==> src/hw/rtl/mpmp_pkg.sv <==
package mpmp_pkg;

	localparam int MAX_NODES_DEF = 16;
	localparam int DIST_BITS_DEF = 63;
	localparam int QUEUE_DEPTH   = 4;

	localparam logic [1:0] OP_CLEAR = 2'd0;
	localparam logic [1:0] OP_EDGE  = 2'd1;
	localparam logic [1:0] OP_RUN   = 2'd2;

	localparam logic [1:0] REG_NODE_COUNT  = 2'd0;
	localparam logic [1:0] REG_WALK_LENGTH = 2'd1;

	localparam logic [4:0]  NODE_COUNT_RST  = 5'd16;
	localparam logic [31:0] WALK_LENGTH_RST = 32'd1;

	typedef struct packed {
		logic [1:0]  op;
		logic [3:0]  from_node;
		logic [3:0]  to_node;
		logic [31:0] weight;
	} item_t;

endpackage

==> src/hw/rtl/mpmp_front.sv <==
module mpmp_front #(
	parameter int MAX_NODES = mpmp_pkg::MAX_NODES_DEF
) (
	input  logic                             clk,
	input  logic                             arst_n,
	input  logic                             cfg_write,
	input  logic [1:0]                       cfg_index,
	input  logic [31:0]                      cfg_data,
	input  logic                             push,
	output logic                             full,
	input  logic [1:0]                       kind,
	input  logic [3:0]                       from_node,
	input  logic [3:0]                       to_node,
	input  logic [31:0]                      edge_weight,
	output mpmp_pkg::item_t                  q_item,
	output logic                             q_valid,
	input  logic                             q_pop,
	output logic [$clog2(MAX_NODES+1)-1:0]   n_use,
	output logic [31:0]                      walk_len
);
	localparam int NW = $clog2(MAX_NODES + 1);
	localparam int QD = mpmp_pkg::QUEUE_DEPTH;
	localparam int PW = $clog2(QD);

	logic [4:0]      node_count_q;
	logic [31:0]     walk_length_q;
	mpmp_pkg::item_t buf_q [QD];
	logic [PW-1:0]   wr_q, rd_q;
	logic [PW:0]     cnt_q;
	logic            keep, enq, deq;

	always_ff @(posedge clk or negedge arst_n) begin
		if (!arst_n) begin
			node_count_q  <= mpmp_pkg::NODE_COUNT_RST;
			walk_length_q <= mpmp_pkg::WALK_LENGTH_RST;
		end else if (cfg_write) begin
			if (cfg_index == mpmp_pkg::REG_NODE_COUNT) begin
				node_count_q <= cfg_data[4:0];
			end else if (cfg_index == mpmp_pkg::REG_WALK_LENGTH) begin
				walk_length_q <= cfg_data;
			end
		end
	end

	always_comb begin
		if (node_count_q == 5'd0) begin
			n_use = NW'(1);
		end else if (32'(node_count_q) > MAX_NODES) begin
			n_use = NW'(MAX_NODES);
		end else begin
			n_use = NW'(node_count_q);
		end
	end
	assign walk_len = walk_length_q;

	// Unknown kinds and edges outside the nodes in use are accepted and dropped here.
	always_comb begin
		keep = 1'b0;
		if (kind == mpmp_pkg::OP_CLEAR || kind == mpmp_pkg::OP_RUN) begin
			keep = 1'b1;
		end else if (kind == mpmp_pkg::OP_EDGE) begin
			keep = (32'(from_node) < 32'(n_use)) && (32'(to_node) < 32'(n_use));
		end
	end

	assign full    = (cnt_q == (PW+1)'(QD));
	assign q_valid = (cnt_q != '0);
	assign q_item  = buf_q[rd_q];
	assign enq     = push && !full && keep;
	assign deq     = q_pop && q_valid;

	always_ff @(posedge clk) begin
		if (enq) begin
			buf_q[wr_q] <= '{op: kind, from_node: from_node, to_node: to_node,
				weight: edge_weight};
		end
	end

	always_ff @(posedge clk or negedge arst_n) begin
		if (!arst_n) begin
			wr_q  <= '0;
			rd_q  <= '0;
			cnt_q <= '0;
		end else begin
			if (enq) begin
				wr_q <= wr_q + PW'(1);
			end
			if (deq) begin
				rd_q <= rd_q + PW'(1);
			end
			if (enq && !deq) begin
				cnt_q <= cnt_q + (PW+1)'(1);
			end else if (deq && !enq) begin
				cnt_q <= cnt_q - (PW+1)'(1);
			end
		end
	end
endmodule

==> config.mk <==
export PLATFORM = sky130hd
export DESIGN_NAME = mpmp_front
export DESIGN_NICKNAME = d
export VERILOG_FILES = /design/src/hw/rtl/mpmp_pkg.sv /design/src/hw/rtl/mpmp_front.sv
export SDC_FILE = /design/constraint.sdc
export NUM_CORES = 1
export LEC_CHECK = 0
export ABC_AREA = 1
export BUFFER_PORTS_ARGS = -buffer_cell sky130_fd_sc_hd__buf_2
export CORE_ASPECT_RATIO = 0.7
export CORE_MARGIN = 2
export CORE_UTILIZATION = 45
export CTS_CLUSTER_SIZE = 40
export DETAILED_ROUTE_END_ITERATION = 12
export PLACE_DENSITY = 0.78
export RECOVER_POWER = 25
export SYNTH_ARGS = -nofsm -noshare
export SYNTH_HDL_FRONTEND = slang
export SYNTH_SLANG_ARGS = --single-unit
==> constraint.sdc <==
create_clock -name clk -period 6.85 [get_ports clk]
set_input_delay 0.685 -clock clk [delete_from_list [all_inputs] [get_ports clk]]
set_output_delay 0.685 -clock clk [all_outputs]
set_load 0.03 [all_outputs]
==> results of run 1 <==
## routing by layer
| metal | vias to the layer above | GRT usage (%) | share of wire, % |
|---|---|---|---|
| met5 | - | 0 | 0 |
| met2 | 264 | 27.9 | 43 |
| met1 | 2469 | 25.3 | 43 |
| li1 | 2482 | - | - |
| met4 | 0 | 3.71 | 1.4 |
| met3 | 28 | 6.66 | 12 |
## through the flow
stage | power, W | setup slack, ns | util, %
3_3_place_gp | 0.00325 | 3.71 | 51.7
2_1_floorplan | 0.00277 | 3.11 | -
6_report | 0.00432 | 3.62 | 55.0
4_1_cts | 0.00436 | 3.56 | 55.2
3_5_place_dp | 0.00328 | 3.66 | 51.7
5_1_grt | 0.00455 | 3.42 | 55.0
## power by group through the flow
| stage | sequential, W | clock, W | combinational, W |
|---|---|---|---|
| 3_3_place_gp | 0.00167 | 0 | 0.00158 |
| 6_report | 0.00165 | 0.00108 | 0.00159 |
| 3_5_place_dp | 0.00168 | 0 | 0.00160 |
| 4_1_cts | 0.00165 | 0.00111 | 0.00161 |
| 5_1_grt | 0.00167 | 0.00115 | 0.00173 |
| 2_1_floorplan | 0.00175 | 0 | 0.00103 |
## flip-flops by register name, summed over array words and instances (netlist names)
signal and count:
buf_q 168, rd_q 2, walk_len 32, node_count_q 5, cnt_q 3, wr_q 2
## layout make-up
class / instances / area [sq um] / area share (%)
multi-input combinational: 325 / 1860 / 18.8
timing repair buffer: 170 / 831 / 8.41
clock buffer: 27 / 548 / 5.55
inverter: 27 / 101 / 1.03
tap: 236 / 295 / 2.99
sequential: 212 / 6150 / 62.3
antenna: 1 / 2.50 / 0.0253
clock inverter: 9 / 91.3 / 0.925
## placed cells by master (no fill, tap or decap), types with 11 or more instances in the layout
cell	Yosys	final
o22ai_1	42	42
dfrtp_1	42	41
mux2_2	28	28
nand2_1	29	29
edfxtp_1	168	168
o21ai_0	95	95
nor2_1	98	94
clkbuf_16	0	21
inv_1	26	25
clkbuf_1	16	40
ha_1	11	11
buf_2	12	127
## worst paths after layout
check / cells past startpoint / slack (ns) / to
worst max-delay path: 5 / 3.62 / q_item[1]
worst min-delay path: 1 / 0.35 / walk_len[3]
worst max register to register: 13 / 3.77 / buf_q[1][6]
worst min register to register: 2 / 0.49 / walk_len[2]
max in group asynchronous: 1 / 5.83 / rd_q[0]
min in group clk: 2 / 0.43 / walk_len[21]
## cells by family (layout without fill, tap and decap cells)
logic type | after synthesis | count (layout) | share of synthesized area [%]
buffers and inverters | 58 | 233 | 3.07
AOI/OAI and AO/OA | 141 | 141 | 9.26
DFF | 212 | 212 | 74.7
muxes | 28 | 28 | 3.83
adders and majority gates | 12 | 12 | 1.92
and+or+nand+nor | 141 | 141 | 6.89
xor gates and xnor gates | 3 | 3 | 0.319
other | 0 | 1 | 0
==> results.py, run 1 <==
metrics = {
    "outcome": {
        "run_status": "completed",
    },
    "worst_setup_path": {
        "cp_max_fo": 48,
        "critPathLaunchType": "register",
        "critPathSlowestCell": "buf_4",
        "critPathKind": "reg -> out",
        "r2r_start": "node_count_q[4]",
        "slowest_delay_ns": 0.52,
        "startpoint": "rd_q[0]",
        "cp_cell_sequence": "inv_2, buf_4, o21ai_0, o22ai_1, buf_2",
        "worstPathRequired_ns": 6.16,
        "path_delay_family": "buffers and inverters",
        "cp-end-kind": "primary output",
        "worstPathArrival_ns": 2.54,
        "crit_buf_inv": 3,
    },
    "routing": {
        "drt-initial-drc-count": 483,
        "first_pass_iters": 4,
        "viasPerCell": 5.21,
        "drc_errors": 0,
        "vias": 5243,
        "wl_per_cell_um": 17.8,
        "routed_wl_um": 17900,
        "ant_nets": 0,
    },
    "pwr": {
        "p_clk_share_pct": 25.0,
        "p_comb_share_pct": 36.8,
        "ir_drop_v": 0.000228,
        "power.switching_w": 0.00167,
        "p_leak_nw": 3.77,
        "intPower_w": 0.00265,
        "pwr-share-seq_pct": 38.2,
        "power_per_cell_area_nw_per_um2": 437,
        "sw_frac_of_total_pct": 38.7,
    },
    "yosys": {
        "synth_edf_count": 168,
        "synth_common_cells": "168 x edfxtp_1, 98 x nor2_1, 95 x o21ai_0, 42 x dfrtp_1, 42 x o22ai_1",
        "synth-seq-cells": 212,
        "synth.most_common_cell": "edfxtp_1",
        "synth_top_area_cell": "edfxtp_1",
        "yosys_warnings": 0,
        "syn_inst": 595,
        "ys_seq_area_share_pct": 74.7,
        "syn_area_per_cell_sq_um": 13.8,
        "syn_nets": 688,
        "ys.flop_type": "edfxtp_1",
        "synth.area.top_cells": "edfxtp_1 61%, dfrtp_1 13%, o21ai_0 5.8%, nor2_1 4.5%, mux2_2 3.8%",
        "synth_cell_types": 27,
        "async_reset_ff_share_pct": 20.8,
        "synth_top_area_share_pct": 61.3,
        "syn_area_sq_um": 8230,
    },
    "floorplanning": {
        "io_pins": 162,
        "die-area_sq_um": 19400,
        "start_util_pct": 45.8,
        "die_w_um": 166,
        "std_cell_rows": 41,
        "die_h_um": 117,
        "core_sq_um": 18000,
    },
    "timing": {
        "rsz0062_at_grt": "no",
        "tns_ns": 0,
        "skew_ns": 0.00805,
        "holdWs_ns": 0.346,
        "setup_viol": 0,
        "finalHoldViolCount": 0,
        "worst_pin_slew_ns": 0.963,
        "maxSlewHeadroom_pct": 35.8,
        "period_share_pct": 47.1,
        "max_freq_ghz": 0.310,
        "slew_violations": 0,
        "fin_crit_ns": 3.23,
    },
    "global_route": {
        "grt_usage_pct": 18.2,
        "grt_pass1_vias": 5252,
        "grt_remaining_overflow": 0,
        "antenna_found_initial": 1,
        "grt_max_degree": 86,
        "grt_pass1_wl_um": 27700,
    },
    "clock_network": {
        "cts.clk_slew.worst_paths_ns": 0.06,
        "cts-root-buf": "clkbuf_16",
        "cts-resized-gates": 0,
        "cts_tree": "built",
        "cts_max_level": 1,
        "cts_hold_buf": 0,
        "clk_latency_ns": 0.49,
        "postCtsSetupRepairBufs": 0,
        "clock_sinks": 212,
        "cts_buffers": 21,
        "ctsLongestPathBuffers": 3,
    },
    "final_layout": {
        "n_fill_cell": 1510,
        "drive_gt1_share_pct": 26.5,
        "area_growth_pct": 20.0,
        "postLayoutCellArea_sq_um": 9880,
        "final_cells": 1007,
        "nets": 850,
    },
    "place": {
        "io_buffer_count": 161,
        "dp_hpwl_um": 11500,
        "place_congestion": 0.791,
        "placed_area_sq_um": 9280,
        "dp.cells": 970,
    },
    "flow_run": {
        "max-cap-violations": 0,
    },
    "hold_path": {
        "worst_hold_path_type": "in -> async",
    },
}
(Power assumes the default switching activity.)
==> run 2: changes to the inputs <==
Settings changed: ABC_AREA 1 to 0, PLACE_DENSITY 0.78 to 0.81.
Clock period 6.85 ns to 2.7 ns, I/O delays scaled along.
==> results.py, run 2 <==
metrics = {
    "timing": {
        "fin_crit_ns": 2.68,
        "period_share_pct": 99.2,
        "skew_ns": 0.00687,
        "setup_viol": 0,
        "max_freq_ghz": 0.373,
        "tns_ns": 0,
        "worst_pin_slew_ns": 0.747,
        "rsz0062_at_grt": "yes",
        "slew_violations": 0,
        "finalHoldViolCount": 0,
        "maxSlewHeadroom_pct": 50.1,
    },
    "final_layout": {
        "drive_gt1_share_pct": 47.5,
        "nets": 690,
        "mostFrequentLayoutCells": "168 x edfxtp_1, 129 x buf_2, 42 x mux4_2",
        "largest_reg_flops": 168,
        "area_growth_pct": 29.6,
        "num_antenna_cells": 0,
        "final_common_cell": "edfxtp_1",
        "postLayoutCellArea_sq_um": 10500,
        "n_fill_cell": 1305,
        "largest-register": "buf_q",
    },
    "place": {
        "place_congestion": 0.761,
        "placed_area_sq_um": 9470,
        "io_buffer_count": 161,
        "dp_hpwl_um": 10200,
    },
    "global_route": {
        "grt_usage_pct": 16.8,
        "grt_remaining_overflow": 0,
        "use_met1_pct": 22.2,
        "grt_pass1_vias": 4624,
        "grt_util_met3_pct": 3.84,
        "top_usage_layer": "met2",
        "antenna_found_initial": 0,
        "grt_max_degree": 43,
        "grt_pass1_wl_um": 24500,
        "grt_use_met2_pct": 28.6,
    },
    "pwr": {
        "power.switching_w": 0.00364,
        "ir_drop_v": 0.000512,
        "power_per_cell_area_nw_per_um2": 1020,
        "p_leak_nw": 3.90,
        "intPower_w": 0.00707,
        "p_clk_share_pct": 24.7,
        "sw_frac_of_total_pct": 34.0,
        "p_comb_share_pct": 34.7,
        "pwr-share-seq_pct": 40.7,
    },
    "yosys": {
        "syn_inst": 370,
        "ys.flop_type": "edfxtp_1",
        "synth.most_common_cell": "edfxtp_1",
        "synth_cell_types": 33,
        "synth_edf_count": 168,
        "synth.area.top_cells": "edfxtp_1 62%, dfrtp_1 13%, mux4_2 12%, mux2_2 5.3%, ha_1 1.7%",
        "synth_top_area_share_pct": 62.2,
        "synth_top_area_cell": "edfxtp_1",
        "syn_nets": 463,
        "async_reset_ff_share_pct": 20.8,
        "syn_area_sq_um": 8120,
        "yosys_warnings": 0,
        "synth_common_cells": "168 x edfxtp_1, 42 x dfrtp_1, 42 x mux4_2, 38 x mux2_2, 11 x ha_1",
        "synth-seq-cells": 212,
        "ys_seq_area_share_pct": 75.8,
        "syn_area_per_cell_sq_um": 21.9,
    },
    "routing": {
        "first_pass_iters": 4,
        "ant_nets": 0,
        "viasPerCell": 5.06,
        "drc_errors": 0,
        "wl_per_cell_um": 18.8,
        "vias": 4295,
        "drt-initial-drc-count": 258,
        "routed_wl_um": 16000,
    },
    "worst_setup_path": {
        "worstPathArrival_ns": 3.05,
        "critPathLaunchType": "register",
        "critPathKind": "reg -> reg",
        "cp_max_fo": 5,
        "worstPathRequired_ns": 3.08,
        "cp-end-kind": "register",
    },
    "hold_path": {
        "worst_hold_path_type": "in -> reg",
    },
    "clock_network": {
        "ctsLongestPathBuffers": 3,
        "cts_max_level": 1,
        "cts.clk_slew.worst_paths_ns": 0.06,
        "cts_tree": "built",
        "cts_buffers": 21,
        "clk_latency_ns": 0.49,
        "cts-root-buf": "clkbuf_16",
        "clock_sinks": 212,
    },
    "floorplanning": {
        "std_cell_rows": 41,
        "die-area_sq_um": 19100,
        "die_w_um": 165,
        "core_sq_um": 17900,
        "die_h_um": 116,
        "io_pins": 162,
        "start_util_pct": 45.5,
    },
    "outcome": {
        "run_status": "completed",
    },
    "flow_run": {
        "max-cap-violations": 0,
    },
}
-- run 2: cell types whose count changed after synthesis, moves of 10 or more --
| cell | before | now |
|---|---|---|
| o21ai_0 | 95 | 0 |
| nor2_1 | 98 | 7 |
| mux4_2 | 0 | 42 |
| o22ai_1 | 42 | 0 |
| nand2_1 | 29 | 1 |
| inv_1 | 26 | 10 |
| mux2_2 | 28 | 38 |
-- run 2: critical path: stages (launching register included) --
cell and delay, ns:
dfstp_2 0.57, nand2b_4 0.17, ha_4 0.16, nand3b_4 0.09, o32ai_4 0.30, o41ai_4 0.13
a31oi_4 0.15, inv_1 0.06, ha_2 0.18, inv_2 0.05, fa_2 0.41, mux2_4 0.28
-- run 2: final timing paths --
check / startpoint / end / slack, ns / cells after the start
worst max register to register: node_count_q[4] / cnt_q[1] / 0.02 / 11
worst max-delay path: node_count_q[4] / cnt_q[1] / 0.02 / 11
worst min register to register: cnt_q[2] / cnt_q[2] / 0.49 / 1
max in group asynchronous: arst_n / walk_len[0] / 1.61 / 3
worst min-delay path: cfg_data[21] / walk_len[21] / 0.02 / 2
min in group asynchronous: arst_n / walk_len[17] / 0.37 / 2
-- run 2: routing by layer --
| metal | wire length [um] | up-vias |
|---|---|---|
| met5 | 0 | - |
| met4 | 382 | 0 |
| met3 | 933 | 32 |
| met2 | 7970 | 117 |
| met1 | 6680 | 2206 |
| li1 | - | 1940 |
-- run 2: kinds of logic (layout without fill, tap and decap cells) --
logic type / after synthesis / in the layout / share of synthesized area (%)
DFF: 212 / 212 / 75.8
muxes: 81 / 81 / 17.1
and+or+nand+nor: 27 / 27 / 2.10
buffers and inverters: 25 / 267 / 1.33
adders and majority gates: 12 / 12 / 1.94
AOI/OAI and AO/OA: 7 / 7 / 1.13
xor gates and xnor gates: 6 / 6 / 0.647
-- run 2: what timing repair did --
action	CTS	global route
hold buffers	38	0
endpoints found under the setup margin	2	2
pin swaps	8	2
gates resized for setup	6	2
buffers inserted	3	1
endpoints found under the hold margin	144	0
-- run 2: layout make-up --
| cell class | instances | area, sq um | share of cell area (%) |
|---|---|---|---|
| clock inverters | 11 | 81.3 | 0.773 |
| flip-flops and latches | 212 | 6150 | 58.5 |
| multi-input cells | 133 | 2020 | 19.2 |
| inverters | 10 | 37.5 | 0.357 |
| clock buffers | 27 | 548 | 5.21 |
| repair buffers | 219 | 1380 | 13.2 |
| well taps | 236 | 295 | 2.81 |
-- run 2: power by group through the flow --
stage	registers [W]	clock network, W	logic, W
6_report	0.00436	0.00264	0.00371
5_1_grt	0.00441	0.00284	0.00397
4_1_cts	0.00436	0.00271	0.00378
3_5_place_dp	0.00442	0	0.00369
3_3_place_gp	0.00438	0	0.00362
2_1_floorplan	0.00449	0	0.00250
-- run 2: per-stage QoR --
| step | utilization [%] | cells | setup WS, ns | hold WS [ns] | total power, W |
|---|---|---|---|---|---|
| after floorplan | - | 370 | -0.142 | -0.0256 | 0.00699 |
| after global placement | 53.0 | 769 | 0.0259 | 0.319 | 0.00800 |
| after detailed placement | 53.0 | 769 | -0.0676 | 0.338 | 0.00811 |
| after CTS | 59.0 | 847 | 0.0169 | 0.000464 | 0.0109 |
| after global routing | 58.9 | 848 | -0.101 | 0.000401 | 0.0112 |
| final | 58.9 | 848 | 0.0214 | 0.0157 | 0.0107 |
==> run 3: changes to the inputs <==
Settings changed: SETUP_SLACK_MARGIN set to 0.3.
==> results.py, run 3 (same netlist as run 2, synthesis figures left out) <==
metrics = {
    "pwr": {
        "power.switching_w": 0.00379,
        "pwr-share-seq_pct": 38.7,
        "p_leak_nw": 4.15,
        "power_per_cell_area_nw_per_um2": 1020,
        "p_clk_share_pct": 23.7,
        "ir_drop_v": 0.000518,
        "intPower_w": 0.00744,
        "p_comb_share_pct": 37.6,
        "sw_frac_of_total_pct": 33.8,
    },
    "worst_setup_path": {
        "r2r_start": "node_count_q[4]",
        "reg2reg_slack_ns": -0.03,
        "worstReg2RegEnd": "cnt_q[1]",
        "critPathLaunchType": "register",
        "cp-end-kind": "register",
        "worstPathArrival_ns": 3.11,
        "critPathKind": "reg -> reg",
        "endpoint": "cnt_q[1]",
        "startpoint": "node_count_q[4]",
        "reg2regPathDepth": 12,
        "cp_max_fo": 5,
        "worstPathRequired_ns": 3.08,
    },
    "place": {
        "dp.cells": 769,
        "place_congestion": 0.761,
        "io_buffer_count": 161,
        "dp_hpwl_um": 10200,
        "place_ws_ns": -0.0676,
    },
    "routing": {
        "routed_wl_um": 17800,
        "first_pass_iters": 4,
        "routed.top_layer": "met4",
        "wl_per_cell_um": 20.4,
        "drc_errors": 0,
        "vias": 4522,
        "viasPerCell": 5.18,
        "wl_met3_um": 1000,
        "drt-initial-drc-count": 376,
        "m1WireLength_um": 7590,
        "ant_nets": 0,
        "wl_met2_um": 8800,
    },
    "global_route": {
        "grt_remaining_overflow": 0,
        "grt_pass1_wl_um": 26500,
        "antenna_found_initial": 0,
        "grt_max_degree": 31,
        "grt_usage_pct": 18.6,
        "grt_pass1_vias": 4753,
    },
    "floorplanning": {
        "die-area_sq_um": 19100,
        "core_sq_um": 17900,
        "std_cell_rows": 41,
        "die_w_um": 165,
        "start_util_pct": 45.5,
        "io_pins": 162,
        "die_h_um": 116,
    },
    "clock_network": {
        "clk_latency_ns": 0.49,
        "clock_sinks": 212,
        "cts-root-buf": "clkbuf_16",
        "cts_buffers": 21,
        "ctsLongestPathBuffers": 3,
        "cts_max_level": 1,
        "cts.clk_slew.worst_paths_ns": 0.06,
        "cts_tree": "built",
    },
    "hold_path": {
        "worst_hold_path_type": "in -> reg",
    },
    "final_layout": {
        "num_antenna_cells": 0,
        "n_fill_cell": 1264,
        "largest-register": "buf_q",
        "final_common_cell": "edfxtp_1",
        "drive_gt1_share_pct": 49.8,
        "mostFrequentLayoutCells": "168 x edfxtp_1, 130 x buf_2, 42 x mux4_2",
        "nets": 715,
        "final_cells": 873,
        "largest_reg_flops": 168,
        "utilization_pct": 61.9,
        "area_growth_pct": 36.1,
    },
    "timing": {
        "setup_ws_ns": -0.0327,
        "finalHoldViolCount": 0,
        "worst_pin_slew_ns": 0.749,
        "fin_crit_ns": 2.73,
        "period_share_pct": 101,
        "holdWs_ns": 0.0125,
        "tns_ns": -0.0327,
        "max_freq_ghz": 0.366,
        "rsz0062_at_grt": "yes",
        "maxSlewHeadroom_pct": 50.0,
        "skew_ns": 0.00621,
        "setup_viol": 1,
        "slew_violations": 0,
    },
    "flow_run": {
        "max-cap-violations": 0,
    },
    "outcome": {
        "failed_checks": "negative setup slack",
        "run_status": "finished, violations left",
    },
}
[run 3: cell types whose count changed in the layout (fill, tap and decap cells not counted)]
cell / change
clkbuf_1: -1
buf_6: +2
xor2_1: -1
dfrtp_1: +1
buf_16: +7
buf_2: +1
bufbuf_16: +5
dfrtp_2: -1
xor2_2: +1
clkbuf_16: +2
buf_4: +7
buf_12: +2
[run 3: per-layer routing]
metal	global-route usage (%)	vias up
met5	0	-
met4	4.99	0
li1	-	1998
met3	3.48	37
met1	24.9	2341
met2	31.7	146
[run 3: power groups by stage]
stage               sequential (W)  clock [W]  combinational (W)
finish                     0.00434    0.00266            0.00422
global route               0.00439    0.00285            0.00448
CTS                        0.00434    0.00271            0.00421
detailed placement         0.00442          0            0.00369
global placement           0.00438          0            0.00362
floorplan                  0.00449          0            0.00250
[run 3: repair_timing]
| action | in CTS | in global routing |
|---|---|---|
| pin swaps | 7 | 5 |
| buffers inserted | 13 | 2 |
| setup endpoints to repair | 204 | 171 |
| hold buffers | 38 | 0 |
| hold endpoints to repair | 144 | 0 |
| gates cloned | 11 | 2 |
| resized for setup | 12 | 5 |
[run 3: worst max-delay path, cell delays in order, from the launching register on]
cell and delay, ns:
dfstp_2 0.57, nand2b_4 0.15, buf_6 0.10, ha_4 0.13
nand3b_4 0.09, o32ai_4 0.30, o41ai_4 0.13, a31oi_4 0.15
inv_1 0.07, ha_2 0.18, inv_2 0.05, fa_2 0.41
mux2_4 0.28
[run 3: area by class of cell]
class	count	area [sq um]	share of cell area [%]
Clock buffer	27	548	4.96
Tap cell	236	295	2.67
Sequential cell	212	6150	55.7
Timing Repair Buffer	244	1910	17.3
Clock inverter	11	81.3	0.736
Multi-Input combinational cell	133	2020	18.3
Inverter	10	37.5	0.340
[run 3: worst min path at each step]
| stage | from | end | slack [ns] | cells past startpoint |
|---|---|---|---|---|
| after floorplan | arst_n | cnt_q[0] | -0.03 | 0 |
| after detailed placement | arst_n | walk_len[17] | 0.34 | 1 |
| after global placement | arst_n | walk_len[17] | 0.32 | 1 |
| final | cfg_data[27] | walk_len[27] | 0.01 | 2 |
| after CTS | cfg_data[14] | walk_len[14] | 0.0005 | 2 |
| after global routing | cfg_data[14] | walk_len[14] | 0.003 | 2 |
[run 3: metrics by stage]
step	instance area, sq um	power (W)
2_1_floorplan	8210	0.00699
3_3_place_gp	9470	0.00800
3_5_place_dp	9470	0.00811
4_1_cts	11000	0.0113
5_1_grt	11000	0.0117
6_report	11000	0.0112
